`config.mk`:
```
export PLATFORM = sky130hd
export DESIGN_NAME = ovr_ctrl
export DESIGN_NICKNAME = d
export VERILOG_FILES = /design/src/rtl/ovr_pkg.sv /design/src/rtl/ovr_ctrl.sv
export SDC_FILE = /design/constraint.sdc
export NUM_CORES = 1
export LEC_CHECK = 0
export ABC_AREA = 1
export BUFFER_PORTS_ARGS = -buffer_cell sky130_fd_sc_hd__buf_2
export CAP_MARGIN = 20
export CORE_ASPECT_RATIO = 0.75
export CORE_MARGIN = 3
export CORE_UTILIZATION = 60
export CTS_CLUSTER_DIAMETER = 80
export CTS_CLUSTER_SIZE = 30
export DETAILED_ROUTE_END_ITERATION = 10
export GPL_TIMING_DRIVEN = 0
export PLACE_DENSITY = 0.92
export SETUP_SLACK_MARGIN = 0.02
export SLEW_MARGIN = 20
export SYNTH_ARGS = -nofsm -noshare
export SYNTH_HDL_FRONTEND = slang
export SYNTH_SLANG_ARGS = --single-unit
```
`constraint.sdc`:
```
create_clock -name clk -period 5 [get_ports clk]
set_input_delay 1 -clock clk [delete_from_list [all_inputs] [get_ports clk]]
set_output_delay 1 -clock clk [all_outputs]
set_load 0.01 [all_outputs]
```
`src/rtl/ovr_pkg.sv`:
```
// ---------------------------------------------------------------------------
// Overwrite-oldest sample ring: shared package
// Beat types, command codes, state codes and sizing constants for the ring.
// ---------------------------------------------------------------------------
`default_nettype none

package ovr_pkg;

    // Sizing defaults for the top-level parameters.
    localparam int unsigned MAX_ENTRIES_DEFAULT = 48000;
    localparam int unsigned MAX_BURST_DEFAULT   = 32;

    // Buffer length in milliseconds and its clamp limits.
    localparam int unsigned MS_WIDTH = 10;
    localparam int unsigned MS_MIN   = 10;
    localparam int unsigned MS_MAX   = 500;
    localparam int unsigned MS_RESET = 100;

    // 48000 samples per second, two channels.
    localparam int unsigned SAMPLE_RATE    = 48000;
    localparam int unsigned SAMPLES_PER_MS = (SAMPLE_RATE * 2) / 1000;

    localparam int unsigned SAMPLE_WIDTH = 16;
    localparam int unsigned FILL_WIDTH   = 16;
    localparam int unsigned REQ_WIDTH    = 6;
    localparam int unsigned RAW_DEPTH_WIDTH = 16;

    typedef enum logic [1:0] {
        CMD_WRITE = 2'd0,
        CMD_READ  = 2'd1,
        CMD_QUERY = 2'd2,
        CMD_CLEAR = 2'd3
    } cmd_t;

    typedef enum logic [1:0] {
        ST_IDLE = 2'b01,
        ST_READ = 2'b10
    } state_t;

    typedef struct packed {
        logic [1:0]                     command;
        logic signed [SAMPLE_WIDTH-1:0] sample_in;
        logic [REQ_WIDTH-1:0]           read_request;
    } cmd_beat_t;

    typedef struct packed {
        logic signed [SAMPLE_WIDTH-1:0] sample_out;
        logic                           sample_valid;
        logic                           last_of_run;
        logic [FILL_WIDTH-1:0]          fill_level;
        logic                           dropped_oldest;
    } result_beat_t;

    // Enables from the controller to the sample memory.
    typedef struct packed {
        logic wr_en;
        logic rd_en;
    } mem_ctl_t;

    // Unsaturated depth for a requested length: clamp, then times 96.
    function automatic logic [RAW_DEPTH_WIDTH-1:0] raw_depth(input logic [MS_WIDTH-1:0] ms);
        logic [MS_WIDTH-1:0]        ms_c;
        logic [RAW_DEPTH_WIDTH-1:0] ms_w;
        ms_c = ms;
        if (ms_c < MS_WIDTH'(MS_MIN)) begin
            ms_c = MS_WIDTH'(MS_MIN);
        end
        if (ms_c > MS_WIDTH'(MS_MAX)) begin
            ms_c = MS_WIDTH'(MS_MAX);
        end
        ms_w = RAW_DEPTH_WIDTH'(ms_c);
        return (ms_w << 6) + (ms_w << 5);
    endfunction

endpackage

`default_nettype wire

```
`src/rtl/ovr_ctrl.sv`:
```
// ---------------------------------------------------------------------------
// Overwrite-oldest sample ring: controller
// Pointers, fill count, depth register, burst sequencer and result register.
// ---------------------------------------------------------------------------
`default_nettype none

module ovr_ctrl #(
    parameter int unsigned MAX_ENTRIES = ovr_pkg::MAX_ENTRIES_DEFAULT,
    parameter int unsigned MAX_BURST   = ovr_pkg::MAX_BURST_DEFAULT,
    parameter int unsigned AW          = $clog2(MAX_ENTRIES)
) (
    input  wire logic                                     clk,
    input  wire logic                                     rst_n,
    input  wire logic                                     start,
    output logic                                          busy,
    input  wire ovr_pkg::cmd_beat_t                       cmd,
    output logic                                          result_strobe,
    output ovr_pkg::result_beat_t                         result,
    input  wire logic                                     cfg_write_en,
    input  wire logic [ovr_pkg::MS_WIDTH-1:0]             cfg_write_data,
    output ovr_pkg::mem_ctl_t                             mem_ctl,
    output logic [AW-1:0]                                 mem_wr_addr,
    output logic signed [ovr_pkg::SAMPLE_WIDTH-1:0]       mem_wr_data,
    output logic [AW-1:0]                                 mem_rd_addr,
    input  wire logic signed [ovr_pkg::SAMPLE_WIDTH-1:0]  mem_rd_data
);
    import ovr_pkg::*;

    localparam int unsigned DW = $clog2(MAX_ENTRIES + 1);
    localparam int unsigned CW = $clog2(MAX_BURST + 1);
    localparam int unsigned XW = 17;
    localparam int unsigned RST_RAW   = MS_RESET * SAMPLES_PER_MS;
    localparam int unsigned DEPTH_RST = (RST_RAW > MAX_ENTRIES) ? MAX_ENTRIES : RST_RAW;

    state_t                 state_reg, state_next;
    logic [DW-1:0]          depth_reg, depth_next;
    logic [AW-1:0]          wr_ptr_reg, wr_ptr_next;
    logic [AW-1:0]          rd_ptr_reg, rd_ptr_next;
    logic [AW-1:0]          fill_reg, fill_next;
    logic [CW-1:0]          cnt_reg, cnt_next;

    logic                   res_valid_reg, res_valid_next;
    logic                   res_sample_reg, res_sample_next;
    logic                   res_last_reg, res_last_next;
    logic [AW-1:0]          res_fill_reg, res_fill_next;
    logic                   res_drop_reg, res_drop_next;

    logic                   accept;
    logic [RAW_DEPTH_WIDTH-1:0] raw;
    logic [CW-1:0]          burst_sat;
    logic [CW-1:0]          burst_n;
    logic                   ring_full;

    function automatic logic [AW-1:0] advance(input logic [AW-1:0] p,
                                              input logic [DW-1:0] d);
        logic [AW:0] inc;
        inc = {1'b0, p} + 1'b1;
        return (inc == (AW+1)'(d)) ? '0 : inc[AW-1:0];
    endfunction

    assign accept = start && (state_reg == ST_IDLE);
    assign busy   = (state_reg == ST_READ);
    assign raw    = raw_depth(cfg_write_data);

    // Requested burst, limited by the burst size and then by the fill level.
    always_comb
    begin
        if ({1'b0, cmd.read_request} > (REQ_WIDTH+1)'(MAX_BURST))
        begin
            burst_sat = CW'(MAX_BURST);
        end
        else
        begin
            burst_sat = CW'(cmd.read_request);
        end
        if (XW'(fill_reg) < XW'(burst_sat))
        begin
            burst_n = CW'(fill_reg);
        end
        else
        begin
            burst_n = burst_sat;
        end
    end

    // A write drops the oldest sample when the ring already holds depth-1.
    assign ring_full = ((XW'(fill_reg) + 1'b1) == XW'(depth_reg));

    always_comb
    begin
        state_next      = state_reg;
        depth_next      = depth_reg;
        wr_ptr_next     = wr_ptr_reg;
        rd_ptr_next     = rd_ptr_reg;
        fill_next       = fill_reg;
        cnt_next        = cnt_reg;
        res_valid_next  = 1'b0;
        res_sample_next = 1'b0;
        res_last_next   = 1'b1;
        res_fill_next   = fill_reg;
        res_drop_next   = 1'b0;
        mem_ctl.wr_en   = 1'b0;
        mem_ctl.rd_en   = 1'b0;

        if (cfg_write_en)
        begin
            if (XW'(raw) > XW'(MAX_ENTRIES))
            begin
                depth_next = DW'(MAX_ENTRIES);
            end
            else
            begin
                depth_next = DW'(raw);
            end
            wr_ptr_next = '0;
            rd_ptr_next = '0;
            fill_next   = '0;
        end
        else if (state_reg == ST_READ)
        begin
            mem_ctl.rd_en   = 1'b1;
            rd_ptr_next     = advance(rd_ptr_reg, depth_reg);
            fill_next       = fill_reg - 1'b1;
            cnt_next        = cnt_reg - 1'b1;
            res_valid_next  = 1'b1;
            res_sample_next = 1'b1;
            res_last_next   = (cnt_reg == CW'(1));
            res_fill_next   = fill_reg - 1'b1;
            if (cnt_reg == CW'(1))
            begin
                state_next = ST_IDLE;
            end
        end
        else if (accept)
        begin
            unique case (cmd_t'(cmd.command))
                CMD_WRITE:
                begin
                    mem_ctl.wr_en  = 1'b1;
                    wr_ptr_next    = advance(wr_ptr_reg, depth_reg);
                    res_valid_next = 1'b1;
                    if (ring_full)
                    begin
                        rd_ptr_next   = advance(rd_ptr_reg, depth_reg);
                        res_drop_next = 1'b1;
                    end
                    else
                    begin
                        fill_next     = fill_reg + 1'b1;
                        res_fill_next = fill_reg + 1'b1;
                    end
                end
                CMD_READ:
                begin
                    if (burst_n == '0)
                    begin
                        res_valid_next = 1'b1;
                    end
                    else
                    begin
                        cnt_next   = burst_n;
                        state_next = ST_READ;
                    end
                end
                CMD_QUERY:
                begin
                    res_valid_next = 1'b1;
                end
                CMD_CLEAR:
                begin
                    wr_ptr_next    = '0;
                    rd_ptr_next    = '0;
                    fill_next      = '0;
                    res_fill_next  = '0;
                    res_valid_next = 1'b1;
                end
                default:
                begin
                    res_valid_next = 1'b1;
                end
            endcase
        end
    end

    assign mem_wr_addr = wr_ptr_reg;
    assign mem_wr_data = cmd.sample_in;
    assign mem_rd_addr = rd_ptr_reg;

    always_ff @(posedge clk or negedge rst_n)
    begin
        if (!rst_n)
        begin
            state_reg     <= ST_IDLE;
            depth_reg     <= DW'(DEPTH_RST);
            wr_ptr_reg    <= '0;
            rd_ptr_reg    <= '0;
            fill_reg      <= '0;
            cnt_reg       <= '0;
            res_valid_reg <= 1'b0;
        end
        else
        begin
            state_reg     <= state_next;
            depth_reg     <= depth_next;
            wr_ptr_reg    <= wr_ptr_next;
            rd_ptr_reg    <= rd_ptr_next;
            fill_reg      <= fill_next;
            cnt_reg       <= cnt_next;
            res_valid_reg <= res_valid_next;
        end
    end

    always_ff @(posedge clk)
    begin
        res_sample_reg <= res_sample_next;
        res_last_reg   <= res_last_next;
        res_fill_reg   <= res_fill_next;
        res_drop_reg   <= res_drop_next;
    end

    // Read data arrives from the memory in the same cycle as the strobe.
    assign result_strobe         = res_valid_reg;
    assign result.sample_out     = res_sample_reg ? mem_rd_data : '0;
    assign result.sample_valid   = res_sample_reg;
    assign result.last_of_run    = res_last_reg;
    assign result.fill_level     = FILL_WIDTH'(res_fill_reg);
    assign result.dropped_oldest = res_drop_reg;

endmodule

`default_nettype wire

```
## Yosys cells after proc, flatten, opt, wreduce, memory -nomap -nowiden

Index checks and enable logic that the tools add are counted.

| storage, ports and cells | value |
|---|---|
| output and inout port bits | 87 |
| input bits | 54 |
| flip-flop bits (word level) | 92 |
| word-level logic and storage cells | 99 |

| cells by class | value |
|---|---|
| bitwise gates (word level) | 4 |
| $add $sub $neg | 7 |
| order comparisons | 5 |
| reduce and logical (&&, ||, !) cells | 16 |
| eq/ne operators | 13 |
| muxes and demuxes | 43 |

Operators with widths:

| kind | count |
|---|---|
| two-way mux 16 bit | 16 |
| one-hot mux 16 bit (2 select lines) | 3 |
| adder 16 x 1 -> 17 bit, second input constant | 3 |
| equality test 17 x 16 -> 1 bit | 3 |
| two-way mux 6 bit | 6 |
| two-way mux 10 bit | 2 |
| adder 16 x 1 -> 16 bit, second input constant | 1 |
| adder 16 x 15 -> 16 bit | 1 |
| > comparator 16 bit, second input constant | 1 |
| less-than comparator 16 x 6 -> 1 bit | 1 |
| subtractor 16 x 1 -> 16 bit, second input constant | 1 |
| two-way mux 2 bit | 6 |
| > comparator 10 x 9 -> 1 bit, second input constant | 1 |
| less-than comparator 10 x 4 -> 1 bit, second input constant | 1 |
| two-way mux 1 bit | 9 |
| equality test 2 bit, second input constant | 3 |
| equality test 6 x 1 -> 1 bit, second input constant | 1 |
| > comparator 6 bit, second input constant | 1 |
| zero test 6 bit | 1 |
| AND reduction 3 bit | 2 |
| nonzero test 2 bit | 3 |
| nonzero test 3 bit | 2 |
| subtractor 6 x 1 -> 6 bit, second input constant | 1 |
| AND reduction 5 bit | 1 |
| 13 further kinds | 18 |

## Depth between registers and ports, before layout

| logic depth | value |
|---|---|
| word-level depth | 10 |
| depth in mapped cells | 24 |
| gate-level depth less buffers | 23 |

## Worst setup path before layout

OpenSTA, ideal clock, no wires.

| timing path | value |
|---|---|
| path kind | input to register |
| from | input port cfg_write_data[9] in the netlist's numbering |
| to | register depth_reg[5] |
| path slack | 1.699 ns |
| arrival | 3.184 ns |
| required time | 4.883 ns |
| cell stages on the path | 20 |
| library setup time | 0.117 ns |
| path through | nor2_2 nand2_1 nor2_2 nand2_1 nand2_1 nand3_1 nand2_1 buf_4 nand2_1 ha_1 a21oi_1 nor2_1 a211oi_1 nand2_1 nand2_1 nand2_1 o21ai_1 nand2_1 nand2_1 nand2_1 |

| on the way | value |
|---|---|
| cells in the longest elaborated chain, start to end | 7 |

Ends and longest elaborated chain:

| element | line | text |
|---|---|---|
| start, declared | ovr_ctrl.sv:20 | `input wire logic [ovr_pkg::MS_WIDTH-1:0] cfg_write_data,` |
| less-than comparator 10 x 4 -> 1 bit | ovr_pkg.sv:65 | `if (ms_c < MS_WIDTH'(MS_MIN)) begin` |
| two-way mux 10 bit * | ovr_pkg.sv:65 |  |
| > comparator 10 x 9 -> 1 bit | ovr_pkg.sv:68 | `if (ms_c > MS_WIDTH'(MS_MAX)) begin` |
| two-way mux 10 bit * | ovr_pkg.sv:68 |  |
| adder 16 x 15 -> 16 bit * | ovr_pkg.sv:72 | `return (ms_w << 6) + (ms_w << 5);` |
| > comparator 16 bit | ovr_ctrl.sv:107 | `if (XW'(raw) > XW'(MAX_ENTRIES))` |
| two-way mux 16 bit * | ovr_ctrl.sv:107 |  |
| end signal, assigned | ovr_ctrl.sv:194 | `depth_reg <= DW'(DEPTH_RST);` |
| end signal, assigned | ovr_ctrl.sv:204 | `depth_reg <= depth_next;` |
| end, declared | ovr_ctrl.sv:36 | `logic [DW-1:0] depth_reg, depth_next;` |

Every way passes the cells marked *; elsewhere a longest branch is shown, timed or not.
A chain may end at the register's enable or synchronous reset.

## Final worst setup path

| timing path | value |
|---|---|
| from | input port cfg_write_data[9] in the netlist's numbering |
| to | register depth_reg[8] |

The elaborated chain is that of the path after synthesis.

==> metrics <==
DRT antenna net count 0; critical path peak fanout 10; Clock Latency Late Sink about 340 ps; Mapped Area between 6000 and 7000 um^2; Die ar. approximately 13000 um^2; worst hold path cell count 2; outcome finished, final reports clean; Final WS setup around 1400 ps; Post-synth EDFFs 0; hold_ws 476 ps; Clk pin slew, worst setup/hold paths 60 ps; area grow syn2layout 16.8%; Hold Crit Class flip-flop to flip-flop; TritonCTS clock tree built; area leader, netlist dfrtp_1; GR peak layer met2; Final Critical Period roughly 3600 ps; Max IR drop VDD ~0.00018 V; PD cells around 220 nW/um^2; Die Width about 130 um; Initial DRC Count about 780; routing usage on met1 41.5%; Chip Height between 90 and 100 um; number of setup buffers added after CTS 0; Worst EP arrival between 3000 and 4000 ps; WP buf/inv 2; Routed WL around 19000 um; ratio of final minimum period to clock period 72.1%; Nets between 1000 and 1500; Pleak 4.56 nW; Final Skew between 8 and 9 ps; combinational power share 15.4%; 1st-pass router iterations 6; Filler cells 908; DPL Wire Length 14600 um; Net Count, Synth 1131; GR Util All Layers between 20% and 30%; Placed Cells between 1000 and 1500; Area contributors post-synth dfrtp_1 (23%), nand2_1 (17%), nand3_1 (7.7%), inv_1 (7.5%), nor2_1 (5.9%); CP startpoint kind input port; fin cells about 1300; largest net degree at the start of global routing 51; cells along the critical path buf_2 -> nor2_2 -> nand2_1 -> nor2_2 -> nand2_1 -> nand2_1 -> nand3_1 -> nand2_1 -> buf_4 -> nand2_1 -> ha_1 -> a21oi_1 -> nor2_1 -> a211oi_1 -> nand2_1 -> nand2_1 -> nand2_1 -> o21ai_1 -> nand2_1 -> a21oi_1; GR Util met3 under 10%; relative slew slack 29.1%; Initial Util just over 60%; Worst Max-Slew Pin Slew between 1000 and 1500 ps; Netlist cell types 50; Yosys top cell area share between 20 and 25%; CTS hold repair buffers 0; total core area ~11000 um^2; Syn Inst Count 1058; Slew Viols, Final 0; Max Cap Viol 0; CTS Buf Count 9; drt drc 0; P_sw about 0.49 mW; Critical-path top delay cell ha_1; wire per inst approximately 14 um; GP Congestion between 0.9 and 1; row cnt 33; vias per cell 5.54; setup TNS 0 ps; CTS max path bufs 2; Peak Freq between 200 and 300 MHz; port bufs 123; Main synth FF type dfrtp_1; H-tree Lvls 3; post-synthesis register bit count 87; critical path depth 20; clock sink count 87; R2R cell count 15; # setup viols final 0; RSZ-0062 raised after global routing false; total global routing overflow 0; sequential power share approximately 43%; Crit Path Class input port to flip-flop; Worst Setup End Kind flip-flop; asr flop ratio synth between 70% and 80%; sequential element share of the synthesized area between 30% and 40%; Power Total around 1.8 mW; initial antenna violation count 0; clk root buf clkbuf_16; Yosys warning total 0; Sw Ratio 28.1%; number of global-route vias before repair about 6700; first-pass GRT wire length about 31000 um; WP data required between 5000 and 6000 ps; delay-heaviest family, CP simple AND/OR/NAND/NOR gates; final-report hold violation count 0; io pins 141; crit-path max cell delay 370 ps; layout cell share with drive strength beyond 1 17.9%; Vias roughly 7400; antenna cell count 0; pre-CTS setup slack roughly 1100 ps; Pint between 1 and 1.5 mW; Resized cells post-CTS 0; met2 usage 45.5%; CP dominant cell by count nand2_1; Clk pwr share 42.0%; syn avg cell area 6.46 um^2
==> through the flow <==
step | cell area [um^2] | util [%]
2_1_floorplan | 6840 | -
3_3_place_gp | 7630 | 69.2
3_5_place_dp | 7660 | 69.5
4_1_cts | 7990 | 72.4
5_1_grt | 7990 | 72.4
6_report | 7990 | 72.4
==> path summary, 6_finish.rpt <==
check	from	to	slack [ps]
setup / recovery	cfg_write_data[9]	depth_reg[8]	1390
hold / removal	state_reg[1]	state_reg[1]	480
setup reg to reg	fill_reg[9]	cnt_reg[2]	1720
hold reg to reg	state_reg[1]	state_reg[1]	480
max in group asynchronous	rst_n	state_reg[0]	3860
min in group asynchronous	rst_n	mem_wr_addr[2]	530
==> cell usage after synthesis (3+ instances only) <==
master / instances
dfstp_2: 5
nor2_2: 5
nand3b_1: 4
o211ai_1: 5
buf_4: 20
xor2_1: 43
o21ai_0: 47
dfrtp_1: 63
nand2_2: 15
buf_1: 3
nand3_1: 105
xnor2_1: 5
clkbuf_1: 17
inv_1: 136
a21oi_1: 35
nor4_1: 4
a31oi_1: 3
o21ai_1: 10
nand4_1: 29
nand2_1: 303
ha_1: 19
nor2_1: 108
dfxtp_1: 19
or2_2: 3
nor3_1: 11
buf_2: 8
==> cells by family after synthesis <==
| logic type | after synthesis | synth area share [%] |
|---|---|---|
| compound gates | 109 | 8.53 |
| xor+xnor | 48 | 6.15 |
| fa+ha+maj | 19 | 3.48 |
| buf+inv | 191 | 12.1 |
| flops | 87 | 30.5 |
| simple gates | 604 | 39.2 |
==> layout make-up <==
type	instances	area (um^2)	area share, %
multi-input cells	780	3920	49.1
flip-flops and latches	87	2090	26.2
repair buffers	124	646	8.09
inverters	140	531	6.64
plain buffers	51	297	3.71
clock buffers	9	225	2.82
well taps	140	175	2.19
clock inverters	7	103	1.28
==> power groups by stage <==
stage                     sequential (mW)  combinational [mW]  clock, mW
after floorplan                     0.753               0.179          0
after global placement              0.760               0.253          0
after detailed placement            0.761               0.264          0
after CTS                           0.747               0.266      0.741
after global routing                0.749               0.304      0.776
final                               0.748               0.270      0.737
==> metal layers <==
metal  up-vias  routed length [um]
met2       420                8310
met3        46                1980
met1      3319                8270
met4         0                 412
met5         -                   0
li1       3631                   -
==> tightest hold or removal path, cell delays in order (launching register included) <==
cell     delay (ps)
dfrtp_1         340
nand2_1          50
nand2_1          50
==> cell usage in the layout, fill, tap and decap left out, drive strengths merged, types with 2 or more instances in the layout <==
master and count:
nand3 108, xor2 43, a31oi 3, buf 157, a21oi 35, ha 19
nor4 5, nor3 13, clkinv 3, or2 5, o21ai 58, nand2 320
o22ai 2, nand4 30, dfstp 5, nor2 115, a21o 2, xnor2 5
a211oi 2, clkbuf 27, nand3b 4, dfxtp 19, bufinv 2, dfrtp 63
inv 141, o211ai 5, nor3b 2
Note: power is estimated with default switching activity, not from simulation.
